[config.mk]
export PLATFORM = sky130hd
export DESIGN_NAME = mixed_int_float_sorter_top
export DESIGN_NICKNAME = d
export VERILOG_FILES = /design/src/design/mifs_pkg.sv /design/src/design/mifs_store.sv /design/src/design/mifs_scan.sv /design/src/design/mixed_int_float_sorter_top.sv
export SDC_FILE = /design/constraint.sdc
export NUM_CORES = 2
export LEC_CHECK = 0
export BUFFER_PORTS_ARGS = -buffer_cell sky130_fd_sc_hd__buf_2
export CAP_MARGIN = 30
export CORE_MARGIN = 5
export CORE_UTILIZATION = 45
export CTS_CLUSTER_DIAMETER = 200
export DETAILED_ROUTE_END_ITERATION = 10
export GPL_ROUTABILITY_DRIVEN = 0
export SLEW_MARGIN = 5
export SYNTH_ARGS = -nofsm -noshare
export SYNTH_HDL_FRONTEND = slang
export SYNTH_HIERARCHICAL = 1
export SYNTH_SLANG_ARGS = --single-unit
[constraint.sdc]
create_clock -name clock -period 16.86 [get_ports clock]
set_clock_uncertainty 0.05 [all_clocks]
set_input_delay 0.843 -clock clock [delete_from_list [all_inputs] [get_ports clock]]
set_output_delay 0.843 -clock clock [all_outputs]
set_load 0.05 [all_outputs]
[src/design/mifs_pkg.sv]
`default_nettype none
package mifs_pkg;

   localparam int CAPACITY = 64;
   localparam int IDX_W    = $clog2(CAPACITY);
   localparam int CNT_W    = $clog2(CAPACITY + 1);
   localparam int KEY_W    = 32;
   localparam int COMP_W   = 1 + KEY_W + IDX_W;

   typedef struct packed {
      logic        kind;
      logic [31:0] value;
      logic        last;
   } req_word_type;

   typedef struct packed {
      logic        kind_res;
      logic [31:0] value_res;
      logic        last_res;
      logic        overflow;
   } rsp_word_type;

   typedef struct packed {
      logic        kind;
      logic [31:0] value;
   } entry_type;

   typedef struct packed {
      entry_type entry;
      logic      last;
   } sel_word_type;

   typedef struct packed {
      logic             start;
      logic [CNT_W-1:0] count;
   } scan_ctrl_type;

   // Unsigned key whose ascending order is the output order within one kind.
   function automatic logic [KEY_W-1:0] order_key(input entry_type e);
      logic [KEY_W-1:0] key;
      if (!e.kind) begin
         key = ~(e.value ^ 32'h8000_0000);
      end else if (e.value[31]) begin
         key = ~e.value;
      end else begin
         key = e.value | 32'h8000_0000;
      end
      return key;
   endfunction

endpackage
`default_nettype wire

[src/design/mifs_store.sv]
`default_nettype none
module mifs_store
   import mifs_pkg::*;
(
   input  wire logic             clock,
   input  wire logic             wr_en,
   input  wire logic [IDX_W-1:0] wr_addr,
   input  wire entry_type        wr_data,
   input  wire logic             rd_en,
   input  wire logic [IDX_W-1:0] rd_addr,
   output entry_type             rd_data
);

   entry_type store_mem [CAPACITY];
   entry_type rd_data_ff;

   always_ff @(posedge clock) begin
      if (wr_en) begin
         store_mem[wr_addr] <= wr_data;
      end
      if (rd_en) begin
         rd_data_ff <= store_mem[rd_addr];
      end
   end

   assign rd_data = rd_data_ff;

endmodule
`default_nettype wire

[src/design/mifs_scan.sv]
`default_nettype none
module mifs_scan
   import mifs_pkg::*;
(
   input  wire logic             clock,
   input  wire logic             reset,
   input  wire scan_ctrl_type    ctrl,
   output logic                  rd_en,
   output logic [IDX_W-1:0]      rd_addr,
   input  wire entry_type        rd_data,
   output logic                  sel_valid,
   output sel_word_type          sel_word,
   input  wire logic             sel_ready
);

   typedef enum logic [1:0] {S_IDLE, S_SCAN, S_HOLD} state_type;

   state_type        state_ff;
   logic [CNT_W-1:0] n_ff;
   logic [CNT_W-1:0] addr_ff;
   logic [CNT_W-1:0] round_ff;
   logic             data_vld_ff;
   logic [IDX_W-1:0] data_idx_ff;
   logic [COMP_W-1:0] prev_ff;
   logic             have_prev_ff;
   logic [COMP_W-1:0] best_ff;
   entry_type        best_entry_ff;
   logic             have_best_ff;

   logic [COMP_W-1:0] cand_comp;
   logic              cand_ok;
   logic              cand_take;
   logic              final_round;

   assign cand_comp   = {rd_data.kind, order_key(rd_data), data_idx_ff};
   assign cand_ok     = data_vld_ff && (!have_prev_ff || (cand_comp > prev_ff));
   assign cand_take   = cand_ok && (!have_best_ff || (cand_comp < best_ff));
   assign final_round = (round_ff == (n_ff - CNT_W'(1)));

   assign rd_en   = (state_ff == S_SCAN) && (addr_ff < n_ff);
   assign rd_addr = addr_ff[IDX_W-1:0];

   assign sel_valid      = (state_ff == S_HOLD);
   assign sel_word.entry = best_entry_ff;
   assign sel_word.last  = final_round;

   always_ff @(posedge clock) begin
      if (reset) begin
         state_ff     <= S_IDLE;
         data_vld_ff  <= 1'b0;
         have_prev_ff <= 1'b0;
         have_best_ff <= 1'b0;
         n_ff         <= '0;
         addr_ff      <= '0;
         round_ff     <= '0;
      end else begin
         unique case (state_ff)
            S_IDLE: begin
               data_vld_ff <= 1'b0;
               if (ctrl.start) begin
                  n_ff         <= ctrl.count;
                  addr_ff      <= '0;
                  round_ff     <= '0;
                  have_prev_ff <= 1'b0;
                  have_best_ff <= 1'b0;
                  state_ff     <= S_SCAN;
               end
            end
            S_SCAN: begin
               data_vld_ff <= rd_en;
               data_idx_ff <= addr_ff[IDX_W-1:0];
               if (rd_en) begin
                  addr_ff <= addr_ff + CNT_W'(1);
               end
               if (cand_take) begin
                  best_ff       <= cand_comp;
                  best_entry_ff <= rd_data;
                  have_best_ff  <= 1'b1;
               end
               if (!rd_en && !data_vld_ff) begin
                  state_ff <= S_HOLD;
               end
            end
            S_HOLD: begin
               data_vld_ff <= 1'b0;
               if (sel_ready) begin
                  prev_ff      <= best_ff;
                  have_prev_ff <= 1'b1;
                  have_best_ff <= 1'b0;
                  round_ff     <= round_ff + CNT_W'(1);
                  addr_ff      <= '0;
                  state_ff     <= final_round ? S_IDLE : S_SCAN;
               end
            end
            default: begin
               state_ff <= S_IDLE;
            end
         endcase
      end
   end

endmodule
`default_nettype wire

[src/design/mixed_int_float_sorter_top.sv]
`default_nettype none
// Collects a set of tagged numbers and returns them sorted.
// The req channel takes one word per cycle while the block is collecting;
// each word holds a kind (0 signed integer, 1 single float), a raw 32-bit
// value and a last mark. Up to 64 numbers are stored; later ones are dropped
// and every result of that set carries the overflow mark.
// The word marked last starts the output burst on the rsp channel: integers
// in descending signed order, then floats in ascending order, equal keys in
// arrival order, last_res on the final word of the set. req_ready is low
// from the last word until the final result has entered the output register.
// Each result is found by one pass over the store memory, one entry read per
// cycle, so a set of n stored numbers takes n passes; the single read port of
// the store sets this. Collection runs at one word per cycle.
// A stalled receiver holds the current result in the output register and the
// next result waits in the scan unit until the register frees.
// Reset empties the store count, clears the overflow mark and any pending
// result; the store contents themselves are not cleared.
module mixed_int_float_sorter_top
   import mifs_pkg::*;
(
   input  wire logic         clock,
   input  wire logic         reset,
   input  wire logic         req_valid,
   output logic              req_ready,
   input  wire req_word_type req_word,
   output logic              rsp_valid,
   input  wire logic         rsp_ready,
   output rsp_word_type      rsp_word
);

   typedef enum logic {M_COLLECT, M_EMIT} mode_type;

   mode_type         mode_ff;
   mode_type         mode_in;
   logic [CNT_W-1:0] count_ff;
   logic [CNT_W-1:0] count_in;
   logic             dropped_ff;
   logic             dropped_in;
   logic             set_ovf_ff;
   logic             rsp_valid_ff;
   logic             rsp_valid_in;
   rsp_word_type     rsp_word_ff;

   logic             req_acc;
   logic             has_room;
   logic             wr_en;
   entry_type        wr_data;
   entry_type        rd_data;
   logic             rd_en;
   logic [IDX_W-1:0] rd_addr;
   scan_ctrl_type    scan_ctrl;
   logic             sel_valid;
   logic             sel_ready;
   sel_word_type     sel_word;
   logic             load;
   logic [CNT_W-1:0] count_next;
   logic             dropped_next;

   assign req_ready = (mode_ff == M_COLLECT);
   assign req_acc   = req_valid && req_ready;
   assign has_room  = (count_ff < CNT_W'(CAPACITY));
   assign wr_en     = req_acc && has_room;
   assign wr_data   = '{kind: req_word.kind, value: req_word.value};

   assign count_next   = has_room ? (count_ff + CNT_W'(1)) : count_ff;
   assign dropped_next = dropped_ff || !has_room;

   assign scan_ctrl.start = req_acc && req_word.last;
   assign scan_ctrl.count = count_next;

   assign sel_ready    = !rsp_valid_ff || rsp_ready;
   assign load         = sel_valid && sel_ready;
   assign rsp_valid_in = load || (rsp_valid_ff && !rsp_ready);

   always_comb begin
      mode_in    = mode_ff;
      count_in   = count_ff;
      dropped_in = dropped_ff;
      if (req_acc) begin
         if (req_word.last) begin
            count_in   = '0;
            dropped_in = 1'b0;
            mode_in    = M_EMIT;
         end else begin
            count_in   = count_next;
            dropped_in = dropped_next;
         end
      end
      if (load && sel_word.last) begin
         mode_in = M_COLLECT;
      end
   end

   always_ff @(posedge clock) begin
      if (reset) begin
         mode_ff      <= M_COLLECT;
         count_ff     <= '0;
         dropped_ff   <= 1'b0;
         set_ovf_ff   <= 1'b0;
         rsp_valid_ff <= 1'b0;
      end else begin
         mode_ff      <= mode_in;
         count_ff     <= count_in;
         dropped_ff   <= dropped_in;
         rsp_valid_ff <= rsp_valid_in;
         if (scan_ctrl.start) begin
            set_ovf_ff <= dropped_next;
         end
      end
   end

   always_ff @(posedge clock) begin
      if (load) begin
         rsp_word_ff.kind_res  <= sel_word.entry.kind;
         rsp_word_ff.value_res <= sel_word.entry.value;
         rsp_word_ff.last_res  <= sel_word.last;
         rsp_word_ff.overflow  <= set_ovf_ff;
      end
   end

   assign rsp_valid = rsp_valid_ff;
   assign rsp_word  = rsp_word_ff;

   mifs_store u_store (
      .clock   (clock),
      .wr_en   (wr_en),
      .wr_addr (count_ff[IDX_W-1:0]),
      .wr_data (wr_data),
      .rd_en   (rd_en),
      .rd_addr (rd_addr),
      .rd_data (rd_data)
   );

   mifs_scan u_scan (
      .clock     (clock),
      .reset     (reset),
      .ctrl      (scan_ctrl),
      .rd_en     (rd_en),
      .rd_addr   (rd_addr),
      .rd_data   (rd_data),
      .sel_valid (sel_valid),
      .sel_word  (sel_word),
      .sel_ready (sel_ready)
   );

endmodule
`default_nettype wire

==> impl_results.md <==
- Status: finished, final reports clean
- PwrDens: 114 nW/µm²
- Syn nets: 4434
- Max-slew violations: 0
- I/O pins: 75
- CP startpoint kind: flop
- Clk root buf: clkbuf_16
- TritonCTS clock tree: yes
- DR WL/cell: 31.4 µm
- Min-delay src: req_word[29]
- Clock sinks: 2333
- GR Overflow Total: 0
- Critical path type: reg2reg
- CP Capture Type: flop
- Period utilization: 28.2%
- Clock Tree Buf Depth: 3
- Die height: 458 µm
- Critical path origin: u_scan/addr_ff[0]
- Initial antenna violation count: 13
- Crit path DAT: 5.32 ns
- Clock-pin slew on the worst setup and hold paths: 0.06 ns
- Mapped Area: 90400 µm²
- Drt total wl: 232000 µm
- Fin crit period: 4.76 ns
- Filler cells: 15609
- Number of enable flip-flop cells after synthesis: 2296
- Cts bufs inserted: 226
- PostCTS Resize Cnt: 0
- Total Neg Setup Slack: 0 ns
- Final hold violations: 0
- Core area: 200000 µm²
- RSZ-0062 raised after global routing: no
- Cell variety after synth: 72
- H-Tree Depth: 4
- Cell count after synthesis: 4309
- Routed vias/inst: 6.03
- Row count: 164
- Worst Path Max Fanout: 40
- Die width: 458 µm
- Worst slew pin tran: 1.21 ns
- RR Startpoint: u_scan/addr_ff[0]
- Final Core Density: 51.0%
- Setup Viol. Count Final: 0
- Seq/Total Area, Yosys: 77.1%
- Gr usage total: 21.8%
- FFs w/ async S/R, synth: 0%
- Remaining DRCs: 0
- Buffers on Ports: 74
- Highest clock rate: 0.210 GHz
- Die ar.: 210000 µm²
- Synth Register Bits: 2333
- Share of cells above drive strength 1: 24.1%
- Top_reg_cell synth: edfxtp_1
- P&R area growth vs syn: 12.6%
- Initial Util: 45.3%
- Clk_lat worst skew: 0.86 ns
- Slew HR: 19.3%
- Final nets: 4661
- Worst min-delay path category: in2reg
- Largest net degree at the start of global routing: 144
- Req. time, crit path: 17.43 ns
- Maxcap violations: 0
- Number of DRC markers after the initial detailed-route iteration: 5255
- Vias in the first global route: 44953
- Worst vdd ir: 0.112 mV
- Global-route wire length before repair: 330000 µm
- Routed Antenna Nets: 0
- Postcts setup bufs: 0
- Post-Syn Area per Cell: 21.0 µm²
- Yosys warning total: 6
- Hpwl dp: 126000 µm
- Pre-antenna DRT Iters: 6
- Pleak: 31.1 nW
- CTS hold repair buffers: 0
- Via count: 44557
==> cell families (layout without fill, tap and decap cells) <==
| kind of cell | after synthesis | count (layout) | synth area share, % |
|---|---|---|---|
| flops | 2333 | 2333 | 77.1 |
| buf+inv | 318 | 734 | 1.84 |
| fa+ha+maj | 87 | 87 | 1.20 |
| compound gates | 393 | 393 | 3.12 |
| xor+xnor | 52 | 52 | 0.504 |
| mux | 591 | 591 | 13.3 |
| simple gates | 535 | 535 | 2.93 |
| other cells | 0 | 5 | 0 |
==> path summary, 6_finish.rpt <==
| check | slack [ns] | cells after the start | end |
|---|---|---|---|
| worst min register to register | 0.37 | 0 | rsp_word[30] |
| worst max-delay path | 12.10 | 7 | u_store/rd_data[23] |
| worst max register to register | 12.10 | 7 | u_store/rd_data[23] |
| worst min-delay path | 0.28 | 1 | u_store/store_mem[3][28] |
==> state kept, by name, indices dropped and copies added (netlist names), 2 cells and up <==
name / count
u_scan/round_ff: 7
u_scan/prev_ff: 39
u_store/rd_data: 33
u_scan/best_ff: 39
u_scan/addr_ff: 7
count_ff: 7
u_store/store_mem: 2112
u_scan/sel_word: 32
u_scan/n_ff: 7
rsp_word: 35
u_scan/state_ff: 2
u_scan/data_idx_ff: 6
==> metrics by stage <==
| stage | hold WS [ns] | worst slack, ns | power, mW | instances | instance area, µm² |
|---|---|---|---|---|---|
| after floorplan | 0.350 | 8.62 | 6.68 | 4309 | 90400 |
| final | 0.284 | 12.10 | 11.6 | 7386 | 102000 |
| after detailed placement | 0.355 | 12.07 | 6.84 | 6958 | 94600 |
| after global placement | 0.352 | 12.07 | 6.82 | 6943 | 94300 |
| after CTS | 0.229 | 12.05 | 11.7 | 7375 | 102000 |
| after global routing | 0.239 | 11.75 | 11.9 | 7382 | 102000 |
==> cell type report <==
cell class / instances / area, µm² / area share [%]
Inverter: 94 / 353 / 0.347
Clock buffer: 276 / 5890 / 5.78
Multi-Input combinational cell: 1658 / 19600 / 19.2
Antenna cell: 5 / 12.5 / 0.0123
Clock inverter: 141 / 1170 / 1.15
Sequential cell: 2333 / 69700 / 68.5
Timing Repair Buffer: 223 / 1760 / 1.73
Tap cell: 2656 / 3320 / 3.27
==> per-layer routing <==
| metal | wire length, µm | vias to the layer above | part of all wire, % | GRT usage (%) |
|---|---|---|---|---|
| li1 | - | 18415 | - | - |
| met1 | 94300 | 23834 | 41 | 30.6 |
| met2 | 113000 | 1957 | 49 | 35.2 |
| met3 | 18100 | 347 | 7.8 | 3.99 |
| met4 | 6810 | 4 | 2.9 | 6.80 |
| met5 | 27 | - | 0.012 | 0 |
==> power breakdown <==
part | leakage (nW) | total (mW) | switching, mW | internal, mW
logic | 6.69 | 0.317 | 0.208 | 0.110
registers | 21.0 | 6.39 | 0.0120 | 6.38
clock network | 3.46 | 4.85 | 2.16 | 2.70
total | 31.1 | 11.6 | 2.38 | 9.19
==> Yosys cell counts (7+ instances only) <==
cell type / n / area (µm²)
edfxtp_1: 2296 / 68900
mux4_2: 485 / 10900
nand2_1: 133 / 499
nor2_1: 115 / 432
nand3_1: 102 / 510
mux2i_1: 96 / 961
inv_1: 92 / 345
clkbuf_1: 88 / 330
ha_1: 87 / 1090
a22oi_1: 81 / 608
buf_2: 59 / 295
o22ai_1: 59 / 369
nand4_1: 58 / 363
a21oi_1: 53 / 265
o221ai_1: 46 / 403
o21ai_0: 44 / 220
xnor2_1: 42 / 368
dfxtp_1: 37 / 741
buf_6: 30 / 338
a211oi_1: 29 / 218
nor2b_1: 29 / 181
buf_4: 25 / 188
and3_1: 19 / 119
buf_1: 16 / 60.1
nor3_1: 15 / 75.1
and2_1: 14 / 87.6
o211ai_1: 11 / 82.6
a211o_1: 10 / 87.6
a211oi_2: 10 / 125
mux2_2: 10 / 113
nand2b_1: 10 / 62.6
xor2_1: 10 / 87.6
a221oi_1: 9 / 78.8
o221a_1: 8 / 90.1
or3_1: 7 / 43.8
==> worst max-delay path: stages (launching register included) <==
cell and delay (ns):
dfxtp_4 0.77, buf_4 0.74, buf_4 0.66, buf_4 0.73, mux4_2 0.64, a22oi_1 0.21, nand4_1 0.28, and3_1 0.28
==> placed cells by master (no fill, tap or decap), drive strengths merged, types with 11 or more instances in the layout <==
| cell type | Yosys | layout |
|---|---|---|
| mux2i | 96 | 96 |
| clkbuf | 88 | 276 |
| o221ai | 46 | 46 |
| inv | 93 | 104 |
| mux4 | 485 | 485 |
| nor2 | 115 | 115 |
| and2 | 15 | 15 |
| edfxtp | 2296 | 2296 |
| o21ai | 45 | 45 |
| nand2 | 136 | 136 |
| nor2b | 29 | 29 |
| ha | 87 | 87 |
| a211oi | 39 | 39 |
| o211ai | 11 | 11 |
| buf | 136 | 223 |
| xnor2 | 42 | 42 |
| nand3 | 102 | 102 |
| a22oi | 81 | 81 |
| clkinv | 1 | 112 |
| bufinv | 0 | 14 |
| nand4 | 59 | 59 |
| o22ai | 59 | 59 |
| dfxtp | 37 | 37 |
| a21oi | 53 | 53 |
| and3 | 19 | 19 |
| nor3 | 15 | 15 |
Power figures use the tool's default switching activity.
